--- src/rtl/rlen_pkg.sv ---
// Shared types and codes for the ring leader election node.
`timescale 1ns / 1ps
`default_nettype none

package rlen_pkg;

    localparam int ID_BITS_DEF    = 16;
    localparam int COUNT_BITS_DEF = 16;
    localparam int WORD_BITS      = 16;

    localparam logic       ACT_START = 1'b0;
    localparam logic       ACT_MSG   = 1'b1;

    localparam logic [1:0] KIND_PROBE = 2'd0;
    localparam logic [1:0] KIND_ELECT = 2'd1;
    localparam logic [1:0] KIND_COUNT = 2'd2;
    localparam logic [1:0] KIND_RSVD  = 2'd3;

    localparam logic [1:0] ROLE_CAND   = 2'd0;
    localparam logic [1:0] ROLE_LOST   = 2'd1;
    localparam logic [1:0] ROLE_LEADER = 2'd2;

    typedef struct packed {
        logic                 action;
        logic [1:0]           kind;
        logic [WORD_BITS-1:0] word0;
        logic [WORD_BITS-1:0] word1;
    } t_item;

    typedef struct packed {
        logic                 send_valid;
        logic [1:0]           send_kind;
        logic [WORD_BITS-1:0] send_word0;
        logic [WORD_BITS-1:0] send_word1;
        logic [1:0]           role;
        logic                 report_valid;
        logic [WORD_BITS-1:0] total_received;
        logic [WORD_BITS-1:0] total_sent;
        logic                 leader_is_self;
    } t_result;

endpackage

`default_nettype wire

--- src/rtl/ring_leader_election_node_core.sv ---
// Top level of one ring leader election node: ports, input register, id register.
//
//  channel | dir | handshake              | payload
//  in      | in  | i_in_valid/o_in_ready  | action, msg_kind, msg_word0, msg_word1
//  out     | out | o_out_valid/i_out_ready| send_*, role, report_valid, totals, leader_is_self
//  cfg     | in  | i_cfg_valid/o_cfg_ready| own_id
//
// One beat per cycle sustained while the output is not stalled; a beat passes
// through the input register, then one compare/forward pass into the result register.
// Reset is synchronous, active low, and clears phase, largest id and counters;
// own_id resets to zero. A stalled output holds its beat and backs up into the
// input register; o_in_ready drops only when both stages are full.
`timescale 1ns / 1ps
`default_nettype none

module ring_leader_election_node_core
    import rlen_pkg::*;
#(
    parameter int ID_BITS    = ID_BITS_DEF,
    parameter int COUNT_BITS = COUNT_BITS_DEF
) (
    input  wire logic                 i_clk,
    input  wire logic                 i_rst_n,
    input  wire logic                 i_in_valid,
    output logic                      o_in_ready,
    input  wire logic                 i_action,
    input  wire logic [1:0]           i_msg_kind,
    input  wire logic [WORD_BITS-1:0] i_msg_word0,
    input  wire logic [WORD_BITS-1:0] i_msg_word1,
    output logic                      o_out_valid,
    input  wire logic                 i_out_ready,
    output logic                      o_send_valid,
    output logic [1:0]                o_send_kind,
    output logic [WORD_BITS-1:0]      o_send_word0,
    output logic [WORD_BITS-1:0]      o_send_word1,
    output logic [1:0]                o_role,
    output logic                      o_report_valid,
    output logic [WORD_BITS-1:0]      o_total_received,
    output logic [WORD_BITS-1:0]      o_total_sent,
    output logic                      o_leader_is_self,
    input  wire logic                 i_cfg_valid,
    output logic                      o_cfg_ready,
    input  wire logic [WORD_BITS-1:0] i_cfg_data
);

    logic                 r_in_valid, n_in_valid;
    t_item                r_item, n_item;
    logic [WORD_BITS-1:0] r_own_id, n_own_id;
    logic                 fire;
    logic                 out_valid;
    t_result              res;

    assign fire       = r_in_valid && (!out_valid || i_out_ready);
    assign o_in_ready = !r_in_valid || fire;

    always_comb begin
        n_in_valid = r_in_valid;
        n_item     = r_item;
        n_own_id   = r_own_id;
        if (o_in_ready) begin
            n_in_valid = i_in_valid;
            n_item     = '{action: i_action, kind: i_msg_kind,
                           word0: i_msg_word0, word1: i_msg_word1};
        end
        if (i_cfg_valid) begin
            n_own_id = i_cfg_data;
        end
    end

    always_ff @(posedge i_clk) begin
        if (!i_rst_n) begin
            r_in_valid <= 1'b0;
            r_own_id   <= '0;
        end else begin
            r_in_valid <= n_in_valid;
            r_own_id   <= n_own_id;
        end
        r_item <= n_item;
    end

    rlen_engine #(
        .ID_BITS    (ID_BITS),
        .COUNT_BITS (COUNT_BITS)
    ) u_engine (
        .i_clk       (i_clk),
        .i_rst_n     (i_rst_n),
        .i_fire      (fire),
        .i_item      (r_item),
        .i_own_id    (r_own_id),
        .i_out_ready (i_out_ready),
        .o_out_valid (out_valid),
        .o_res       (res)
    );

    assign o_cfg_ready      = 1'b1;
    assign o_out_valid      = out_valid;
    assign o_send_valid     = res.send_valid;
    assign o_send_kind      = res.send_kind;
    assign o_send_word0     = res.send_word0;
    assign o_send_word1     = res.send_word1;
    assign o_role           = res.role;
    assign o_report_valid   = res.report_valid;
    assign o_total_received = res.total_received;
    assign o_total_sent     = res.total_sent;
    assign o_leader_is_self = res.leader_is_self;

endmodule

`default_nettype wire

--- src/rtl/rlen_engine.sv ---
// Election state machine, per-node counters and result register.
`timescale 1ns / 1ps
`default_nettype none

module rlen_engine
    import rlen_pkg::*;
#(
    parameter int ID_BITS    = ID_BITS_DEF,
    parameter int COUNT_BITS = COUNT_BITS_DEF
) (
    input  wire logic                 i_clk,
    input  wire logic                 i_rst_n,
    input  wire logic                 i_fire,
    input  wire t_item                i_item,
    input  wire logic [WORD_BITS-1:0] i_own_id,
    input  wire logic                 i_out_ready,
    output logic                      o_out_valid,
    output t_result                   o_res
);

    typedef enum logic [2:0] {
        PH_IDLE,
        PH_CAND,
        PH_LOST,
        PH_LEADFWD,
        PH_GATHER,
        PH_TOTALS,
        PH_DONE
    } t_phase;

    t_phase                r_phase, n_phase;
    logic [ID_BITS-1:0]    r_largest, n_largest;
    logic [COUNT_BITS-1:0] r_rcnt, n_rcnt;
    logic [COUNT_BITS-1:0] r_scnt, n_scnt;
    logic                  r_out_valid, n_out_valid;
    t_result               r_res, n_res;

    logic [ID_BITS+WORD_BITS-1:0]    me_ext, id_ext;
    logic [ID_BITS-1:0]              me, id, id_max;
    logic [1:0]                      kind;
    logic [COUNT_BITS+WORD_BITS-1:0] w0_ext, w1_ext;
    logic [COUNT_BITS-1:0]           w0_cnt, w1_cnt;
    logic [COUNT_BITS-1:0]           rcnt_inc, scnt_inc, rcnt_sum, scnt_sum;
    logic [ID_BITS+WORD_BITS-1:0]    me_word_ext;
    logic [WORD_BITS-1:0]            me_word;

    function automatic logic [COUNT_BITS-1:0] sat_add(
        input logic [COUNT_BITS-1:0] a,
        input logic [COUNT_BITS-1:0] b
    );
        logic [COUNT_BITS:0] s;
        s = {1'b0, a} + {1'b0, b};
        return s[COUNT_BITS] ? {COUNT_BITS{1'b1}} : s[COUNT_BITS-1:0];
    endfunction

    function automatic logic [WORD_BITS-1:0] cnt_word(input logic [COUNT_BITS-1:0] c);
        logic [COUNT_BITS+WORD_BITS-1:0] x;
        x = {{WORD_BITS{1'b0}}, c};
        return x[WORD_BITS-1:0];
    endfunction

    assign me_ext      = {{ID_BITS{1'b0}}, i_own_id};
    assign id_ext      = {{ID_BITS{1'b0}}, i_item.word0};
    assign me          = me_ext[ID_BITS-1:0];
    assign id          = id_ext[ID_BITS-1:0];
    assign id_max      = (id > r_largest) ? id : r_largest;
    assign me_word_ext = {{WORD_BITS{1'b0}}, me};
    assign me_word     = me_word_ext[WORD_BITS-1:0];
    assign kind        = (i_item.kind == KIND_RSVD) ? KIND_PROBE : i_item.kind;
    assign w0_ext      = {{COUNT_BITS{1'b0}}, i_item.word0};
    assign w1_ext      = {{COUNT_BITS{1'b0}}, i_item.word1};
    assign w0_cnt      = w0_ext[COUNT_BITS-1:0];
    assign w1_cnt      = w1_ext[COUNT_BITS-1:0];
    assign rcnt_inc    = sat_add(r_rcnt, COUNT_BITS'(1));
    assign scnt_inc    = sat_add(r_scnt, COUNT_BITS'(1));
    assign rcnt_sum    = (kind == KIND_COUNT) ? sat_add(r_rcnt, w0_cnt) : r_rcnt;
    assign scnt_sum    = (kind == KIND_COUNT) ? sat_add(r_scnt, w1_cnt) : r_scnt;

    always_comb begin
        n_phase     = r_phase;
        n_largest   = r_largest;
        n_rcnt      = r_rcnt;
        n_scnt      = r_scnt;
        n_out_valid = i_fire ? 1'b1 : (i_out_ready ? 1'b0 : r_out_valid);
        n_res       = r_res;
        if (i_fire) begin
            n_res = '0;
            if (i_item.action == ACT_START) begin
                if (r_phase == PH_IDLE) begin
                    n_largest        = me;
                    n_phase          = PH_CAND;
                    n_res.send_valid = 1'b1;
                    n_res.send_kind  = KIND_PROBE;
                    n_res.send_word0 = me_word;
                    n_scnt           = scnt_inc;
                end
            end else begin
                unique case (r_phase)
                    PH_CAND: begin
                        n_rcnt = rcnt_inc;
                        if (kind == KIND_ELECT || id > r_largest) begin
                            n_largest        = id;
                            n_phase          = PH_LOST;
                            n_res.send_valid = 1'b1;
                            n_res.send_kind  = kind;
                            n_res.send_word0 = i_item.word0;
                            n_res.send_word1 = i_item.word1;
                            n_scnt           = scnt_inc;
                        end else if (id == me) begin
                            n_largest        = me;
                            n_phase          = PH_LEADFWD;
                            n_res.send_valid = 1'b1;
                            n_res.send_kind  = KIND_ELECT;
                            n_res.send_word0 = me_word;
                            n_scnt           = scnt_inc;
                        end
                    end
                    PH_LOST, PH_LEADFWD: begin
                        n_rcnt           = rcnt_inc;
                        n_res.send_valid = 1'b1;
                        if (r_phase == PH_LOST && kind == KIND_ELECT) begin
                            n_largest        = id_max;
                            n_res.send_kind  = kind;
                            n_res.send_word0 = i_item.word0;
                            n_res.send_word1 = i_item.word1;
                            n_scnt           = scnt_inc;
                            n_phase          = PH_GATHER;
                        end else if (r_phase == PH_LEADFWD && kind == KIND_ELECT
                                     && id == me) begin
                            n_largest        = id_max;
                            n_res.send_kind  = KIND_COUNT;
                            n_res.send_word0 = cnt_word(rcnt_inc);
                            n_res.send_word1 = cnt_word(r_scnt);
                            n_phase          = PH_TOTALS;
                        end else begin
                            n_res.send_kind  = kind;
                            n_res.send_word0 = i_item.word0;
                            n_res.send_word1 = i_item.word1;
                            n_scnt           = scnt_inc;
                        end
                    end
                    PH_GATHER: begin
                        n_res.send_valid = 1'b1;
                        n_res.send_kind  = KIND_COUNT;
                        n_res.send_word0 = cnt_word(rcnt_sum);
                        n_res.send_word1 = cnt_word(scnt_sum);
                        n_phase          = PH_DONE;
                    end
                    PH_TOTALS: begin
                        if (kind == KIND_COUNT) begin
                            n_res.report_valid   = 1'b1;
                            n_res.total_received = i_item.word0;
                            n_res.total_sent     = i_item.word1;
                            n_phase              = PH_DONE;
                        end
                    end
                    default: begin
                    end
                endcase
            end

            if (n_phase == PH_LEADFWD || n_phase == PH_TOTALS
                || (n_phase == PH_DONE && n_largest == me && n_res.report_valid)) begin
                n_res.role = ROLE_LEADER;
            end else if (n_phase == PH_LOST || n_phase == PH_GATHER) begin
                n_res.role = ROLE_LOST;
            end else begin
                n_res.role = ROLE_CAND;
            end
            n_res.leader_is_self = (n_largest == me);
        end
    end

    always_ff @(posedge i_clk) begin
        if (!i_rst_n) begin
            r_phase     <= PH_IDLE;
            r_largest   <= '0;
            r_rcnt      <= '0;
            r_scnt      <= '0;
            r_out_valid <= 1'b0;
        end else begin
            r_phase     <= n_phase;
            r_largest   <= n_largest;
            r_rcnt      <= n_rcnt;
            r_scnt      <= n_scnt;
            r_out_valid <= n_out_valid;
        end
        r_res <= n_res;
    end

    assign o_out_valid = r_out_valid;
    assign o_res       = r_res;

endmodule

`default_nettype wire

--- config.mk ---
export PLATFORM = sky130hd
export DESIGN_NAME = ring_leader_election_node_core
export DESIGN_NICKNAME = d
export VERILOG_FILES = /design/src/rtl/rlen_pkg.sv /design/src/rtl/ring_leader_election_node_core.sv /design/src/rtl/rlen_engine.sv
export SDC_FILE = /design/constraint.sdc
export NUM_CORES = 1
export LEC_CHECK = 0
export ABC_AREA = 0
export BUFFER_PORTS_ARGS = -buffer_cell sky130_fd_sc_hd__buf_2
export CAP_MARGIN = 5
export CELL_PAD_IN_SITES_DETAIL_PLACEMENT = 1
export CELL_PAD_IN_SITES_GLOBAL_PLACEMENT = 1
export CORE_ASPECT_RATIO = 1.75
export CORE_MARGIN = 1
export CORE_UTILIZATION = 41
export CTS_CLUSTER_DIAMETER = 120
export DETAILED_ROUTE_END_ITERATION = 8
export GPL_TIMING_DRIVEN = 0
export PLACE_DENSITY = 0.85
export SLEW_MARGIN = 0
export SYNTH_ARGS = -nofsm -noshare
export SYNTH_HDL_FRONTEND = slang
export SYNTH_SLANG_ARGS = --single-unit
export TNS_END_PERCENT = 50
--- constraint.sdc ---
create_clock -name i_clk -period 3.3 [get_ports i_clk]
set_input_delay 0.495 -clock i_clk [delete_from_list [all_inputs] [get_ports i_clk]]
set_output_delay 0.495 -clock i_clk [all_outputs]
set_load 0.05 [all_outputs]
=== Yosys cells after proc, flatten, opt, wreduce, memory -nomap -nowiden ===
Index checks and enable logic that the tools add are counted.

* Register bits: 175
* Output and inout bits: 74

* Add/sub/neg operators: 4
* $lt $le $gt $ge: 1
* Equal/unequal tests: 18
* Muxes and demuxes: 47
* Reductions and logical operators: 21

{| class="wikitable"
|+ Operators with widths
! kind !! number
|-
| 2-to-1 mux 16 bit || 21
|-
| 2-to-1 mux 33 bit || 4
|-
| case mux 35 bit (3 select lines) || 1
|-
| 2-to-1 mux 19 bit || 4
|-
| 2-to-1 mux 34 bit || 2
|-
| case mux 16 bit (2 select lines) || 2
|-
| adder 16 x 1 -> 17 bit (second input constant) || 2
|-
| adder 16 x 16 -> 17 bit || 2
|-
| == test 16 bit || 2
|-
| 2-to-1 mux 3 bit || 8
|-
| greater-than comparator 16 bit || 1
|-
| == test 3 bit (second input constant) || 5
|-
| == test 3 x 2 -> 1 bit (second input constant) || 4
|-
| case mux 3 bit (4 select lines) || 1
|-
| logical AND 1 bit || 6
|-
| logical OR 1 bit || 6
|-
| AND reduction 5 bit || 1
|-
| == test 2 bit (second input constant) || 2
|-
| inequality test 4 x 2 -> 1 bit (second input constant) || 1
|-
| inequality test 4 x 3 -> 1 bit (second input constant) || 1
|-
| nonzero test 2 bit || 2
|-
| == test 3 x 1 -> 1 bit (second input constant) || 1
|-
| logical NOT 3 bit || 1
|-
| 2-to-1 mux 1 bit || 3
|-
| other kinds (7) || 8
|}

=== Depth between registers and ports, before layout ===
* Word-level depth: 14
* Depth in mapped cells: 15
* Mapped depth without buffers: 14

=== By module ===
A second synthesis with hierarchy kept.

* Cells, all modules: 1231
* Area, all modules: 11443.5 um^2

{| class="wikitable"
|+ Modules (own cells, without submodules)
! module !! times used !! cells each !! area each (um^2)
|-
| rlen_engine || 1 || 1137 || 9715.6
|-
| ring_leader_election_node_core || 1 || 94 || 1727.9
|}

=== Worst setup path before layout ===
Ideal clock, no wire load.

* Kind: register -> register
* Start: reg u_engine.r_out_valid, in the netlist u_engine.o_out_valid
* End: reg u_engine.r_res (netlist bit u_engine.o_res[0]), enable pin
* Setup time: 463 ps
* Data arrival time: 3233 ps
* Slack: -396 ps
* Cell stages (with the launch flop): 6
* Path buffers: 2
* Clock period less this slack: 3696 ps
* Cells stage by stage: dfxtp_1 nor2b_1 nand2b_1 clkbuf_1 clkinv_1 clkbuf_1

* Cells in the longest elaborated chain, start to end: 3

{| class="wikitable"
|+ RTL lines
! what !! line !! text
|-
| start: declaration || rlen_engine.sv:35 || <nowiki>logic r_out_valid, n_out_valid;</nowiki>
|-
| start signal: assignment || rlen_engine.sv:186 || <nowiki>r_out_valid <= n_out_valid;</nowiki>
|-
| logical NOT 1 bit || ring_leader_election_node_core.sv:53 || <nowiki>assign fire = r_in_valid && (!out_valid || i_out_ready);</nowiki>
|-
| logical OR 1 bit || ring_leader_election_node_core.sv:53 ||
|-
| logical AND 1 bit || ring_leader_election_node_core.sv:53 ||
|-
| net fire || ring_leader_election_node_core.sv:49 || <nowiki>logic fire;</nowiki>
|-
| end signal: assignment || rlen_engine.sv:188 || <nowiki>r_res <= n_res;</nowiki>
|-
| end: declaration || rlen_engine.sv:36 || <nowiki>t_result r_res, n_res;</nowiki>
|}

The timed path passes the listed nets, and every way through them passes these cells.
A chain may end at the register's enable or synchronous reset.

=== Worst setup path in the final report ===
* Start: reg r_item[31] in the netlist's numbering
* End: reg u_engine.r_res (netlist bit u_engine.o_res[35]) (data pin)

* Cells in the longest elaborated chain, start to end: 11
* Elaborated cells on any way between the ends: 27
* Classes of those cells: 1 x order compare; 5 x eq/ne; 15 x mux; 6 x reduce/logical

{| class="wikitable"
|+ RTL lines
! what !! line !! text
|-
| start: declaration || ring_leader_election_node_core.sv:47 || <nowiki>t_item r_item, n_item;</nowiki>
|-
| start signal: assignment || ring_leader_election_node_core.sv:78 || <nowiki>r_item <= n_item;</nowiki>
|-
| greater-than comparator 16 bit / == test 16 bit (equally long branches) || - ||
|-
| 2-to-1 mux 16 bit / logical AND 1 bit (equally long branches) || rlen_engine.sv:66, rlen_engine.sv:129 ||
|-
| 2-to-1 mux 16 bit / 2-to-1 mux 3 bit (equally long branches) || rlen_engine.sv:128 || <nowiki>end else if (r_phase == PH_LEADFWD && kind == KIND_ELECT</nowiki>
|-
| 2-to-1 mux 16 bit / 2-to-1 mux 3 bit (equally long branches) || rlen_engine.sv:121 || <nowiki>if (r_phase == PH_LOST && kind == KIND_ELECT) begin</nowiki>
|-
| case mux 16 bit (2 select lines) / case mux 3 bit (4 select lines) (equally long branches) || rlen_engine.sv:98 || <nowiki>unique case (r_phase)</nowiki>
|-
| 2-to-1 mux 16 bit / 2-to-1 mux 3 bit (equally long branches) || rlen_engine.sv:88 || <nowiki>if (i_item.action == ACT_START) begin</nowiki>
|-
| 2-to-1 mux 16 bit / 2-to-1 mux 3 bit (equally long branches) || rlen_engine.sv:86 || <nowiki>if (i_fire) begin</nowiki>
|-
| == test 16 bit / == test 3 bit (equally long branches) || rlen_engine.sv:163 || <nowiki>|| (n_phase == PH_DONE && n_largest == me && n_res.report_valid)) begin</nowiki>
|-
| logical AND 1 bit (2 in series) || rlen_engine.sv:163 ||
|-
| logical OR 1 bit * || rlen_engine.sv:163 ||
|}

Mark *: on every way between the ends. The rest lies on a longest branch, timed or not. The select of a mux whose other input is x is not followed.

==> reports/results.ini <==
[critical_path]
critPathArrivalTime_ns=4.47
cp.required_ns=3.64
worstSetupStartpoint=r_item[31]$_DFFE_PP_
path_class=flop to flop
path_cells=buf_4 -> xnor2_4 -> nand4_1 -> nor4_4 -> buf_6 -> buf_4 -> o21a_1 -> a211oi_2 -> a31oi_2 -> a211oi_1 -> nor4_4 -> o2111ai_2 -> nor4_4 -> a22o_1
cp_max_fo=7
crit_path_start_kind=flop
crit_path_top_delay_cell=edfxtp_1
critPathCaptureType=flop
slowest_delay_ns=0.50
cp_common_cell=nor4_4
worstReg2RegStart=r_item[31]$_DFFE_PP_

[outcome]
outcome=complete, but fails checks
violations=setup timing

[drt]
num_vias=11900
wl_per_cell_microns=29.1
dr.pass1.iters=5
ant_nets=0
first_iter_violations=872
viasPerCell=6.59
drcViolationCount=0
wirelength_microns=52500

[placed_design]
dp_cells=1695
gp_congestion=0.996
hpwl_microns=35000
portBuffers=127

[grt]
grt_overflow=0
grt_pass1_vias=12300
antenna_found_initial=1
grt_pass1_wl_microns=71900
grt_max_degree=43
grt_util_all_layers=0.357

[worst_hold_path]
hold_class=primary input to flop
hp-start=i_msg_word0[1]

[clock_tree]
tritoncts=yes
cts_buffer_depth=2
clk_transition_reported_paths_ns=0.08
hold_buffers=0
clk_latency_ns=0.48
cts_made_buffers=17
cts_sinks=175
cts_root_buf=clkbuf_16
htree_num_levels=4

[cells_and_area]
drive_gt1_frac=0.285
nFillCells=3052
fin_util=0.544
n_antenna_cell=0
nNetsFinal=1575
area_growth_pct=30.2
instances_no_fill=1804

[floorplanning]
ioPinCount=130
die_w_microns=127
fp-row-count=79
dieArea_sq_um=27900
initial_core_util=0.418
die_h_microns=220
coreArea_sq_um=26700

[logic_synthesis]
synthArstFlopShare=0
synth_nets=1350
synth-seq-cells=175
synth_area_per_cell_sq_um=8.97
syn_inst=1242
yosysWarnings=0
synth_edf_count=106
yosys.cell_types.count=73
ys.flop_type=edfxtp_1
ys_seq_area_frac=0.410
syn_area_sq_um=11100

[sta]
setup_tns_ns=-10.39
worstMarginPinSlew_ns=1.16
fmax_mhz=242
rsz0062_at_grt=yes
finClkSkew_ns=0.0178
layout_setup_ws_ns=-0.828
finalSetupViolCount=50
timing.hold.ws_ns=0.193
hold_viol_final=0
slew_viol_final=0
min_period_over_period=1.25
max_slew_margin=0.226
final.min_clock_period_ns=4.13

[power_and_ir_drop]
p_leak_nw=5.53
peakVddDrop_mv=0.448
power.total_mw=5.85
powerDensity_nw_per_um2=403

[job]
maxCapViolCount=0

final cells by class:
cell class                      count  area, sq um  area share
Buffer                             81          463      0.0319
Clock buffer                       26          529      0.0365
Clock inverter                      6         46.3     0.00319
Inverter                           47          179      0.0123
Multi-Input combinational cell    937         7000       0.482
Sequential cell                   175         4580       0.315
Tap cell                          324          405      0.0279
Timing Repair Buffer              208         1320      0.0907
registers in the layout (all words and copies together), names as in the netlist:
name                  cells
u_engine.o_out_valid      1
r_own_id                 16
u_engine.r_phase          3
r_in_valid                1
u_engine.r_rcnt          16
r_item                   35
u_engine.o_res           71
u_engine.r_largest       16
u_engine.r_scnt          16
stage by stage:
stage / worst slack, ns / instance area (sq um)
final: -0.828 / 14500
after global routing: -0.904 / 14500
after CTS: -0.682 / 13900
after detailed placement: -1.92 / 12200
after global placement: -1.96 / 12200
after floorplan: -0.105 / 11100
layout by cell type (no fill, tap or decap), types with 18 or more instances in the layout:
master     instances
xor2_1            21
inv_1             43
mux2i_1           27
clkbuf_1          47
edfxtp_1         106
nand3_1           31
nand2_1           99
buf_4             75
and3_1            19
o21a_1            18
nor3_1            19
buf_2            135
clkbuf_16         19
xnor2_1           42
o21ai_0           52
ha_1              41
and2_1            36
dfxtp_1           60
a21oi_1           90
nor2_1           101
a22oi_1           23
worst max-delay path, delay by kind of cell (launching register included):
family,cells,cell delay (ns)
AO/OA/AOI/OAI,6,1.29
XOR/XNOR,1,0.29
buffers and inverters,3,0.56
flip-flops,1,0.50
AND/OR/NAND/NOR,4,1.37
Yosys cell counts, types with 5 or more instances:
cell / n / area share
nor2_1: 109 / 0.037
nand2_1: 107 / 0.036
edfxtp_1: 106 / 0.29
a21oi_1: 101 / 0.045
dfxtp_1: 69 / 0.12
o21ai_0: 65 / 0.029
clkbuf_1: 64 / 0.022
ha_1: 50 / 0.056
inv_1: 46 / 0.015
xnor2_1: 45 / 0.035
nand3_1: 38 / 0.017
and2_1: 36 / 0.020
o221ai_1: 31 / 0.024
mux2i_1: 30 / 0.027
and3_1: 25 / 0.014
nor3_1: 25 / 0.011
a22oi_1: 24 / 0.016
a31oi_1: 21 / 0.012
xor2_1: 21 / 0.017
o22ai_1: 20 / 0.011
a211oi_1: 19 / 0.013
o21a_1: 19 / 0.013
nand4_1: 15 / 0.0084
nand2b_1: 11 / 0.0062
nor2b_1: 11 / 0.0062
buf_2: 10 / 0.0045
o211ai_1: 10 / 0.0067
a21o_1: 8 / 0.0054
a311oi_1: 6 / 0.0047
o21ai_1: 6 / 0.0027
buf_4: 5 / 0.0034
nor4_1: 5 / 0.0028
o2111ai_1: 5 / 0.0039
cells by family (layout without fill, tap and decap cells):
kind of cell	Yosys count	in the layout	synth area share
adder cells (fa/ha/maj)	52	52	0.0597
AO/OA/AOI/OAI	383	383	0.225
AND/OR/NAND/NOR	399	399	0.174
multiplexers	36	36	0.0330
XOR/XNOR	66	66	0.0519
other	1	1	0.000336
flip-flops	175	175	0.410
buffers and inverters	130	368	0.0466
worst paths after layout:
kind	slack, ns	cells after the start	to
worst max-delay path	-0.83	14	u_engine.o_res[35]$_SDFFCE_PP1P_
worst min-delay path	0.19	1	r_item[17]$_DFFE_PP_
worst max register to register	-0.83	14	u_engine.o_res[35]$_SDFFCE_PP1P_
worst min register to register	0.51	2	u_engine.r_largest[10]$_SDFFE_PN0P_
routing by layer:
| layer | GRT usage | vias up | routed length [microns] |
|---|---|---|---|
| met4 | 0.339 | 2 | 5410 |
| met5 | 0 | - | 13 |
| met2 | 0.660 | 659 | 27100 |
| li1 | - | 5081 | - |
| met3 | 0.0675 | 306 | 3250 |
| met1 | 0.324 | 5833 | 16700 |
power breakdown:
| group | switching (mW) | internal [mW] | leakage (nW) | total [mW] |
|---|---|---|---|---|
| Combinational | 0.868 | 0.443 | 3.62 | 1.31 |
| Clock | 0.940 | 1.12 | 0.287 | 2.06 |
| Sequential | 0.0798 | 2.40 | 1.62 | 2.48 |
timing repair:
action / 4_1_cts / 5_1_grt
gates cloned: 1 / 1
gates resized for setup: 152 / 107
buffers inserted: 55 / 22
setup endpoints to repair: 90 / 70
pin swaps: 40 / 49
No activity file was read; power rests on OpenSTA's default activity.
